===== src/vrt_pkg.sv =====
`timescale 1ns / 1ps
// ----------------------------------------------------------------------------
// vrt_pkg
// Shared types and constants of the voxel ray traversal block.
// ----------------------------------------------------------------------------
package vrt_pkg;

	localparam int STEP_CAP_DEF      = 64;
	localparam int FRACTION_BITS_DEF = 16;

	// quotients (crossing times before stepping) never exceed 2^16
	localparam int QUO_W  = 17;
	// crossing time with an extra bit for "infinite"
	localparam int TIME_W = 33;
	localparam logic [TIME_W-1:0] TIME_MAX = {1'b0, {(TIME_W-1){1'b1}}};
	localparam logic [TIME_W-1:0] TIME_INF = {1'b1, {(TIME_W-1){1'b0}}};

	localparam int IN_W  = 152;
	localparam int OUT_W = 56;

	typedef struct packed {
		logic             done;
		logic [QUO_W-1:0] quo;
	} div_rsp_t;

endpackage


===== src/vrt_div.sv =====
`timescale 1ns / 1ps
// ----------------------------------------------------------------------------
// vrt_div
// Restoring divider, one quotient bit per cycle, quotient known below 2^QW.
// ----------------------------------------------------------------------------
module vrt_div #(
	parameter int NUM_W = 33,
	parameter int DEN_W = 32
) (
	input  logic                 clk,
	input  logic                 arst_n,
	input  logic                 start,
	input  logic [NUM_W-1:0]     num,
	input  logic [DEN_W-1:0]     den,
	output vrt_pkg::div_rsp_t    rsp
);
	localparam int QW  = vrt_pkg::QUO_W;
	localparam int CW  = $clog2(QW + 1);

	logic [DEN_W-1:0] rem_q;
	logic [QW-1:0]    low_q;
	logic [DEN_W-1:0] den_q;
	logic [CW-1:0]    cnt_q;
	logic             busy_q;
	logic             done_q;
	logic [DEN_W:0]   cand;
	logic             fit;

	assign cand = {rem_q, low_q[QW-1]};
	assign fit  = cand >= {1'b0, den_q};

	always_ff @(posedge clk or negedge arst_n) begin
		if (!arst_n) begin
			busy_q <= 1'b0;
			done_q <= 1'b0;
			cnt_q  <= '0;
		end else begin
			done_q <= 1'b0;
			if (start && !busy_q) begin
				busy_q <= 1'b1;
				cnt_q  <= CW'(QW);
			end else if (busy_q) begin
				cnt_q <= cnt_q - 1'b1;
				if (cnt_q == CW'(1)) begin
					busy_q <= 1'b0;
					done_q <= 1'b1;
				end
			end
		end
	end

	// high part of the numerator is always below the divisor by construction
	always_ff @(posedge clk) begin
		if (start && !busy_q) begin
			rem_q <= DEN_W'(num[NUM_W-1:QW]);
			low_q <= num[QW-1:0];
			den_q <= den;
		end else if (busy_q) begin
			if (fit) rem_q <= DEN_W'(cand - {1'b0, den_q});
			else     rem_q <= cand[DEN_W-1:0];
			low_q <= {low_q[QW-2:0], fit};
		end
	end

	assign rsp.done = done_q;
	assign rsp.quo  = low_q;
endmodule


===== src/voxel_ray_traversal.sv =====
`timescale 1ns / 1ps
// ----------------------------------------------------------------------------
// voxel_ray_traversal
// 3D fixed-point voxel walk of a ray, one voxel per result item.
// ----------------------------------------------------------------------------
// Usage: a ray item (start point, heading, step limit) enters on the s_axis
// channel. The block then emits on m_axis one item per voxel the ray enters,
// up to min(step_limit, STEP_CAP) items; tlast marks the last one. Rays with
// an all-zero heading or a zero limit give no items.
// Timing: after acceptance the shared divider runs six divisions (three
// boundary crossing times, three per-voxel deltas) one after another, each
// with a start, 17 quotient bits and a hand-back. The walk then gives one
// voxel per cycle while the receiver takes items.
// s_axis_tready is high only while no ray is in flight; the last result may
// still sit in the output register while the next ray is taken.
// When the receiver holds m_axis_tready low the walk freezes with the
// pending item held in the output register; nothing is dropped.
// Reset (arst_n low) clears the sequencer and the output valid at once.
// ----------------------------------------------------------------------------
module voxel_ray_traversal #(
	parameter int STEP_CAP      = vrt_pkg::STEP_CAP_DEF,
	parameter int FRACTION_BITS = vrt_pkg::FRACTION_BITS_DEF
) (
	input  logic                     clk,
	input  logic                     arst_n,
	input  logic                     s_axis_tvalid,
	output logic                     s_axis_tready,
	// start_x[31:0] start_y[63:32] start_z[95:64] heading_x[111:96]
	// heading_y[127:112] heading_z[143:128] step_limit[150:144]
	input  logic [vrt_pkg::IN_W-1:0] s_axis_tdata,
	output logic                     m_axis_tvalid,
	input  logic                     m_axis_tready,
	// voxel_x[15:0] voxel_y[31:16] voxel_z[47:32] step_number[53:48]
	output logic [vrt_pkg::OUT_W-1:0] m_axis_tdata,
	output logic                     m_axis_tlast
);
	localparam int F     = FRACTION_BITS;
	localparam int NUM_W = F + 17;
	localparam int DEN_W = F + 16;
	localparam int TW    = vrt_pkg::TIME_W;

	localparam logic [1:0] ST_IDLE = 2'd0;
	localparam logic [1:0] ST_DIV  = 2'd1;
	localparam logic [1:0] ST_WALK = 2'd2;

	logic [1:0]   state_q;
	logic [2:0]   div_idx_q;
	logic         pend_q;
	logic [6:0]   cnt_q;
	logic [6:0]   lim_q;

	logic [F-1:0]  frac_q [3];
	logic [15:0]   mag_q  [3];
	logic          neg_q  [3];
	logic          zero_q [3];
	logic [15:0]   vox_q  [3];
	logic [TW-1:0] tim_q  [3];
	logic [TW-1:0] del_q  [3];

	logic          out_v_q;
	logic [15:0]   ovx_q, ovy_q, ovz_q;
	logic [5:0]    ostep_q;
	logic          olast_q;

	// input unpacking
	logic [31:0] pos_in [3];
	logic [15:0] hd_in  [3];
	logic [6:0]  lim_in;
	assign pos_in[0] = s_axis_tdata[31:0];
	assign pos_in[1] = s_axis_tdata[63:32];
	assign pos_in[2] = s_axis_tdata[95:64];
	assign hd_in[0]  = s_axis_tdata[111:96];
	assign hd_in[1]  = s_axis_tdata[127:112];
	assign hd_in[2]  = s_axis_tdata[143:128];
	assign lim_in    = s_axis_tdata[150:144];

	logic [6:0] n_in;
	logic       all_zero;
	assign n_in     = (lim_in > 7'(STEP_CAP)) ? 7'(STEP_CAP) : lim_in;
	assign all_zero = (hd_in[0] == '0) && (hd_in[1] == '0) && (hd_in[2] == '0);

	// divider operands: even index = first crossing time, odd = delta
	logic [1:0]       ax_sel;
	logic [F:0]       span;
	logic [NUM_W-1:0] num;
	logic [DEN_W-1:0] den;
	vrt_pkg::div_rsp_t rsp;
	logic             div_go;

	assign ax_sel = div_idx_q[2:1];
	always_comb begin
		span = neg_q[ax_sel] ? {1'b0, frac_q[ax_sel]}
		                     : (F+1)'((F+1)'(1) << F) - {1'b0, frac_q[ax_sel]};
		num  = div_idx_q[0] ? {1'b1, {(NUM_W-1){1'b0}}} : {span, 16'b0};
		den  = {mag_q[ax_sel], {F{1'b0}}};
	end
	assign div_go = (state_q == ST_DIV) && !pend_q;

	vrt_div #(.NUM_W(NUM_W), .DEN_W(DEN_W)) u_div (
		.clk(clk), .arst_n(arst_n), .start(div_go), .num(num), .den(den), .rsp(rsp)
	);

	// walk: pick axis (ties go to the later axis, z over y over x), step it
	logic [1:0]    ax;
	logic          adv;
	logic [TW-1:0] sum;
	always_comb begin
		if (tim_q[0] < tim_q[1]) ax = (tim_q[0] < tim_q[2]) ? 2'd0 : 2'd2;
		else                     ax = (tim_q[1] < tim_q[2]) ? 2'd1 : 2'd2;
		sum = tim_q[ax] + del_q[ax];
		if (sum > vrt_pkg::TIME_MAX) sum = vrt_pkg::TIME_MAX;
	end
	assign adv = (state_q == ST_WALK) && (!out_v_q || m_axis_tready);

	always_ff @(posedge clk or negedge arst_n) begin
		if (!arst_n) begin
			state_q   <= ST_IDLE;
			div_idx_q <= '0;
			pend_q    <= 1'b0;
			cnt_q     <= '0;
			out_v_q   <= 1'b0;
		end else begin
			if (adv) out_v_q <= 1'b1;
			else if (m_axis_tready) out_v_q <= 1'b0;
			case (state_q)
				ST_IDLE: begin
					if (s_axis_tvalid && !all_zero && n_in != '0) begin
						state_q   <= ST_DIV;
						div_idx_q <= '0;
						pend_q    <= 1'b0;
						cnt_q     <= '0;
					end
				end
				ST_DIV: begin
					if (div_go) pend_q <= 1'b1;
					if (rsp.done) begin
						pend_q <= 1'b0;
						if (div_idx_q == 3'd5) state_q <= ST_WALK;
						else div_idx_q <= div_idx_q + 3'd1;
					end
				end
				ST_WALK: begin
					if (adv) begin
						cnt_q   <= cnt_q + 7'd1;
						if (cnt_q + 7'd1 == lim_q) state_q <= ST_IDLE;
					end
				end
				default: state_q <= ST_IDLE;
			endcase
		end
	end

	always_ff @(posedge clk) begin
		if (state_q == ST_IDLE) begin
			lim_q <= n_in;
			for (int a = 0; a < 3; a++) begin
				frac_q[a] <= pos_in[a][F-1:0];
				neg_q[a]  <= hd_in[a][15];
				zero_q[a] <= (hd_in[a] == '0);
				mag_q[a]  <= hd_in[a][15] ? 16'(-hd_in[a]) : hd_in[a];
				vox_q[a]  <= 16'($signed(pos_in[a]) >>> F);
			end
		end
		if (state_q == ST_DIV && rsp.done) begin
			if (zero_q[ax_sel]) begin
				if (!div_idx_q[0]) tim_q[ax_sel] <= vrt_pkg::TIME_INF;
				else               del_q[ax_sel] <= '0;
			end else if (!div_idx_q[0]) tim_q[ax_sel] <= TW'(rsp.quo);
			else                        del_q[ax_sel] <= TW'(rsp.quo);
		end
		if (adv) begin
			logic [15:0] nv;
			nv = neg_q[ax] ? vox_q[ax] - 16'd1 : vox_q[ax] + 16'd1;
			vox_q[ax] <= nv;
			tim_q[ax] <= sum;
			ovx_q   <= (ax == 2'd0) ? nv : vox_q[0];
			ovy_q   <= (ax == 2'd1) ? nv : vox_q[1];
			ovz_q   <= (ax == 2'd2) ? nv : vox_q[2];
			ostep_q <= cnt_q[5:0];
			olast_q <= (cnt_q + 7'd1 == lim_q);
		end
	end

	assign s_axis_tready = (state_q == ST_IDLE);
	assign m_axis_tvalid = out_v_q;
	assign m_axis_tdata  = {2'b0, ostep_q, ovz_q, ovy_q, ovx_q};
	assign m_axis_tlast  = olast_q;
endmodule


===== config.mk =====
export PLATFORM = sky130hd
export DESIGN_NAME = voxel_ray_traversal
export DESIGN_NICKNAME = d
export VERILOG_FILES = /design/src/vrt_pkg.sv /design/src/vrt_div.sv /design/src/voxel_ray_traversal.sv
export SDC_FILE = /design/constraint.sdc
export NUM_CORES = 1
export LEC_CHECK = 0
export ABC_CLOCK_PERIOD_IN_PS = 8700
export BUFFER_PORTS_ARGS = -buffer_cell sky130_fd_sc_hd__buf_2
export CAP_MARGIN = 10
export CORE_MARGIN = 1
export CORE_UTILIZATION = 55
export DETAILED_ROUTE_END_ITERATION = 10
export PLACE_DENSITY = 0.87
export SKIP_LAST_GASP = 1
export SYNTH_ARGS = -nofsm -noshare
export SYNTH_HDL_FRONTEND = slang
export SYNTH_SLANG_ARGS = --single-unit

===== constraint.sdc =====
create_clock -name clk -period 8.7 [get_ports clk]
set_clock_uncertainty 0.15 [all_clocks]
set_input_delay 0.87 -clock clk [delete_from_list [all_inputs] [get_ports clk]]
set_output_delay 0.87 -clock clk [all_outputs]
set_load 0.05 [all_outputs]

==> impl_results.md, run 1 <==
- Critical path's top delay family: compound AO/OA/AOI/OAI gates
- R2r worst-path depth: 23
- I/O pins: 215
- Fraction of registers with async set/reset: 4.69%
- Most common cell after layout, fill and taps aside: edfxtp_1
- Met2 Use GR: 44.0%
- # Post-CTS Setup Buffers: 0
- All-Layer GR Usage: 25.3%
- Worst setup path class: reg2reg
- Synth Warn #: 0
- DP Area: 25,400 sq um
- CTS tree: built
- First-pass GRT wire length: 88,900 um
- Most area-consuming cells after synthesis: edfxtp_1 (52%), ha_1 (8.0%), nand2_1 (4.2%)
- Sink Count: 448
- CP Cell Sequence: ha_1 > nand3_1 > or3_1 > nor4_1 > o211ai_1 > nand2_2 > buf_4 > mux2i_1 > a21oi_1 > ha_1 > a21o_1 > a21o_1 > a2111oi_0 > o31ai_1 > or2_2 > a31oi_1 > o21bai_1 > a21o_1 > a21o_1 > and4bb_1 > xnor2_2 > buf_4 > o21ai_0
- Via density: 6.07
- Area share of the largest cell type after synthesis: 52.0%
- Worst Setup SP: tim_q[0][32]
- Iteration-0 DRC Markers: 1,536
- Initial antenna violation count: 0
- Most frequent cells in the layout: edfxtp_1 (411), nand2_1 (262), buf_2 (212)
- P&R area growth vs syn: 13.1%
- Largest net degree at the start of global routing: 80
- Mapped Avg Cell Area: 11.3 sq um
- Met3 GRT Util: 3.95%
- Final Core Density: 63.6%
- HPWL after detailed placement: 39,300 um
- CTS H-Tree Depth: 2
- Slew Limit Fails: 0
- Leakage dissipation: 10.9 nW
- Synth area leader: edfxtp_1
- Power Dens Cells: 211 nW/um^2
- Die Width: 210 um
- Core area: 42,200 sq um
- Max-slew headroom: 20.3%
- Fmax: 134 MHz
- Final instance area: 26,800 sq um
- Synthesized flop and latch total: 448
- Die area: 44,000 sq um
- Crit path to: tim_q[0][0]
- DRT Wirelength: 55,900 um
- Crit start category: register
- DRC viols: 0
- Initial Utilization: 56.2%
- CTS Hold Buffers Added: 0
- Final GP Congestion: 0.881
- Setup TNS: 0 ns
- Share of cells above drive strength 1: 15.2%
- Clock root buffer: clkbuf_16
- Hold WC Path Type: in2async
- Synthesized area: 23,700 sq um
- Reg2reg setup slack: 1.21 ns
- RSZ-0062 raised after global routing: false
- Register area share after synthesis: 55.6%
- DRT antenna net count: 0
- R2r endpoint: tim_q[0][0]
- Tmin final: 7.49 ns
- Clock Latency Late Sink: 0.56 ns
- Vias in the first global route: 17,400
- GRT met1 Usage: 32.6%
- Top FF cell, synth: edfxtp_1
- Final setup viols: 0
- WL/cell: 19.4 um
- Bufs and invs on worst path: 2
- Global routing's busiest layer: met2
- Critical path's largest stage delay: 0.58 ns
- Routed vias: 17,500
- Setup crit end kind: register
- Gr ovfl total: 0
- Worst Max-Slew Pin Slew: 1.19 ns
- # resized after CTS: 0
- Deepest clock path buffer count: 3
- Outcome: complete, no violations
- WP depth: 23
- Fin. Hold Viols: 0
- EDFF count, synth: 411
- # rows: 75
- Port buffer count: 211
- WP data arrival: 7.59 ns
- Synth cell types: 79
- Pre-antenna DRT Iters: 6
- Worst IR Drop VDD: 0.000210 V
- Critical Path Fanout Max: 40
- Max-Cap Viols: 0
- RR Startpoint: tim_q[0][32]
- Nets: 2,621
- Clk slew on worst S/H paths: 0.06 ns
- Ant diodes: 0
- Mapped Cells: 2,102
- Die extent in y: 210 um
- Crit path required time: 8.80 ns
- Top cell by count, worst path: a21o_1
- Final period util: 86.1%
- Slowest CP cell: a2111oi_0
- TritonCTS Buffers: 45
## per-layer routing
metal | up-vias | wire [um] | part of all wire [%]
li1 | 8175 | - | -
met1 | 8349 | 22300 | 40
met2 | 842 | 27600 | 49
met3 | 132 | 4640 | 8.3
met4 | 0 | 1430 | 2.6
met5 | - | 0 | 0
## worst min-delay path by stage
stage | startpoint | to | slack [ns] | depth (start not counted)
2_1_floorplan | u_div.rem_q[31] | u_div.rem_q[31] | 0.28 | 1
3_3_place_gp | u_div.rem_q[31] | u_div.rem_q[31] | 0.29 | 1
3_5_place_dp | pend_q | pend_q | 0.33 | 2
4_1_cts | arst_n | cnt_q[3] | 0.12 | 1
5_1_grt | arst_n | state_q[1] | 0.14 | 1
6_report | arst_n | state_q[1] | 0.12 | 1
## per-stage QoR
step                      cells  power (mW)  setup slack (ns)  hold WS [ns]
after floorplan            2103        3.50              1.96         0.278
after global placement     2801        3.75              1.50         0.288
after detailed placement   2801        3.82              1.40         0.333
after CTS                  2882        5.67              1.40         0.117
after global routing       2883        5.90             0.848         0.139
final                      2883        5.66              1.21         0.125
## kinds of logic (layout without fill, tap and decap cells)
logic type / count (synthesis) / after routing / synth area share, %
other cells: 1 / 2 / 0.0158
xor+xnor: 124 / 124 / 4.61
flops: 448 / 448 / 55.6
fa+ha+maj: 155 / 155 / 8.27
compound gates: 469 / 469 / 12.9
simple gates: 643 / 643 / 12.7
mux: 63 / 63 / 2.73
buf+inv: 199 / 440 / 3.27
## synthesized netlist by cell type (all sizes together), types with 7 or more instances
cell type	instances
and2	26
a22oi	15
nor3	18
a21o	46
a31oi	7
or4	8
o221ai	10
ha	152
dfrtp	21
o31ai	17
nand3	60
mux2	13
or3	21
a22o	15
and3	9
o21a	8
xnor2	94
or2	8
o22ai	37
nor2	136
clkbuf	64
nand2	264
o311ai	13
buf	19
o21bai	7
dfxtp	16
a21oi	130
edfxtp	411
xor2	30
nor2b	30
mux2i	50
nand2b	14
o211ai	11
inv	115
nor4	9
nand4	24
o21ai	101
## flip-flops by register name, summed over array words and instances, names as in the netlist, 2 cells and up
name          count
del_q            51
u_div.cnt_q       5
mag_q            48
u_div.low_q      17
u_div.den_q      16
div_idx_q         3
ostep_q           6
u_div.rem_q      32
m_axis_tdata     48
lim_q             7
frac_q           48
tim_q            99
state_q           2
neg_q             3
vox_q            48
cnt_q             7
zero_q            3
## power breakdown
part           switching [mW]  leakage [nW]  total, mW  internal [mW]
clock                   0.789         0.678       1.86           1.07
combinational           0.631          5.92       1.08          0.453
sequential              0.151          4.33       2.72           2.57
total                    1.57          10.9       5.66           4.09
## layout make-up
| class | instances | area (sq um) |
|---|---|---|
| Clock buffer | 63 | 1220 |
| Tap cell | 539 | 674 |
| Timing Repair Buffer | 243 | 1290 |
| Multi-Input combinational cell | 1456 | 9840 |
| Fill cell | 3058 | 15400 |
| Inverter | 116 | 435 |
| Clock inverter | 18 | 179 |
| Sequential cell | 448 | 13200 |
Note: power is estimated with default switching activity, not from simulation.
==> inputs of run 2 (changes only) <==
--- a/config.mk
+++ b/config.mk
@@ -8,10 +8,13 @@
 export ABC_CLOCK_PERIOD_IN_PS = 8700
 export BUFFER_PORTS_ARGS = -buffer_cell sky130_fd_sc_hd__buf_2
 export CAP_MARGIN = 10
+export CELL_PAD_IN_SITES_DETAIL_PLACEMENT = 1
+export CELL_PAD_IN_SITES_GLOBAL_PLACEMENT = 1
 export CORE_MARGIN = 1
-export CORE_UTILIZATION = 55
+export CORE_UTILIZATION = 48
 export DETAILED_ROUTE_END_ITERATION = 10
-export PLACE_DENSITY = 0.87
+export MAX_ROUTING_LAYER = met4
+export PLACE_DENSITY = 0.92
 export SKIP_LAST_GASP = 1
 export SYNTH_ARGS = -nofsm -noshare
 export SYNTH_HDL_FRONTEND = slang
==> impl_results.md, run 2 (synthesis results as in run 1) <==
- Bufs and invs on worst path: 2
- P&R area growth vs syn: 15.5%
- Fin. Hold Viols: 0
- Setup crit end kind: register
- Pre-antenna DRT Iters: 7
- Max FFs per register: 99
- HPWL after detailed placement: 48,800 um
- Worst setup path class: reg2reg
- Final setup viols: 0
- # rows: 81
- Sink Count: 448
- TritonCTS Buffers: 48
- Most frequent cells in the layout: edfxtp_1 (411), nand2_1 (262), buf_2 (211)
- Gr ovfl total: 0
- Most common cell after layout, fill and taps aside: edfxtp_1
- Met3 GRT Util: 4.26%
- Reg area: 13,200 sq um
- Share of cells above drive strength 1: 16.2%
- Initial Utilization: 48.6%
- Critical path's largest stage delay: 0.74 ns
- Iteration-0 DRC Markers: 1,216
- Clk slew on worst S/H paths: 0.07 ns
- Nets: 2,629
- All-Layer GR Usage: 29.2%
- Critical path's top delay family: compound AO/OA/AOI/OAI gates
- DRC viols: 0
- CP Cell Sequence: ha_1 > nand3_1 > or3_1 > nor4_1 > o211ai_1 > nand2_2 > buf_4 > mux2i_1 > a21oi_1 > ha_1 > a21o_1 > a21o_1 > a2111oi_0 > o31ai_1 > or2_2 > a31oi_1 > o21bai_1 > a21o_1 > a21o_1 > and4bb_1 > xnor2_2 > buf_4 > o21ai_0
- Max-slew headroom: 25.1%
- WP data arrival: 7.95 ns
- R2r worst-path depth: 23
- Port buffer count: 211
- Clock Latency Late Sink: 0.61 ns
- Multi-input logic area: 9840 sq um
- Core area: 48,800 sq um
- DRT Wirelength: 71,600 um
- Deepest clock path buffer count: 3
- CTS tree: built
- DP Area: 25,600 sq um
- I/O pins: 215
- RR Startpoint: tim_q[0][32]
- Worst Max-Slew Pin Slew: 1.12 ns
- Crit path required time: 8.85 ns
- Top cell by count, worst path: a21o_1
- CTS H-Tree Depth: 2
- First-pass GRT wire length: 111,000 um
- Met2 Use GR: 51.7%
- Tmin final: 7.80 ns
- Power Dens Cells: 226 nW/um^2
- Largest registers: tim_q (99), del_q (51)
- RSZ-0062 raised after global routing: false
- # resized after CTS: 0
- Final-layout fill cell count: 5,227
- Slowest CP cell: a2111oi_0
- Worst IR Drop VDD: 0.000173 V
- Crit start category: register
- Top reg by flops: tim_q
- Die area: 50,300 sq um
- Slew Limit Fails: 0
- Final period util: 89.7%
- # Post-CTS Setup Buffers: 0
- Reg2reg setup slack: 0.90 ns
- Vias in the first global route: 19,900
- Largest net degree at the start of global routing: 80
- CTS Hold Buffers Added: 0
- Hold WC Path Type: in2async
- Die extent in y: 224 um
- Final GP Congestion: 0.943
- WL/cell: 23.6 um
- Via density: 6.00
- Outcome: complete, no violations
- Fmax: 128 MHz
- Die Width: 224 um
- R2r endpoint: tim_q[1][0]
- Critical Path Fanout Max: 33
- Leakage dissipation: 11.1 nW
- Routed vias: 18,200
- Max-Cap Viols: 0
- DRT antenna net count: 0
- Final instance area: 27,400 sq um
- Global routing's busiest layer: met2
- Clock root buffer: clkbuf_16
- GRT met1 Usage: 33.0%
- Setup TNS: 0 ns
- Initial antenna violation count: 4
[run 2: changes by cell type in the layout (fill, tap and decap cells not counted), sizes merged]
cell / previous run / this run
clkbuf: 63 / 60
diode: 0 / 5
inv: 116 / 117
clkinvlp: 2 / 3
bufinv: 3 / 11
buf: 243 / 247
clkinv: 13 / 16
[run 2: worst max path at each step]
| stage | start | to | slack [ns] | depth (start not counted) |
|---|---|---|---|---|
| final | tim_q[0][32] | tim_q[1][0] | 0.90 | 23 |
| after global routing | tim_q[0][26] | tim_q[1][0] | 0.63 | 24 |
| after CTS | tim_q[0][27] | tim_q[1][0] | 1.05 | 24 |
| after detailed placement | tim_q[0][32] | tim_q[0][1] | 1.08 | 23 |
| after global placement | tim_q[0][32] | tim_q[2][1] | 1.47 | 23 |
| after floorplan | state_q[1] | s_axis_tready | 1.96 | 2 |
[run 2: per-layer routing]
layer / wire, um / vias up
met5: 0 / -
met4: 2400 / 0
met3: 3800 / 175
met2: 37400 / 646
met1: 27900 / 9168
li1: - / 8188
[run 2: per-stage QoR]
stage	setup WS, ns	std cells	util, %	hold WS [ns]	total power, mW
final	0.898	3027	56.1	0.0628	6.20
after global routing	0.626	3026	56.1	0.101	6.41
after CTS	1.05	3020	56.1	0.0622	6.20
after detailed placement	1.08	2930	52.4	0.312	3.88
after global placement	1.47	2930	52.4	0.286	3.76
after floorplan	1.96	2103	-	0.278	3.50
[run 2: final cells by class]
type / instances / share of cell area [%]
Multi-Input combinational cell: 1456 / 35.9
Antenna cell: 5 / 0.0456
Clock inverter: 31 / 1.69
Clock buffer: 59 / 4.76
Timing Repair Buffer: 248 / 4.88
Inverter: 116 / 1.59
Tap cell: 664 / 3.03
Sequential cell: 448 / 48.1
[run 2: where the power goes]
group	internal, mW	switching [mW]	leakage [nW]
logic	0.464	0.693	5.95
registers	2.57	0.169	4.33
clock network	1.40	0.903	0.859
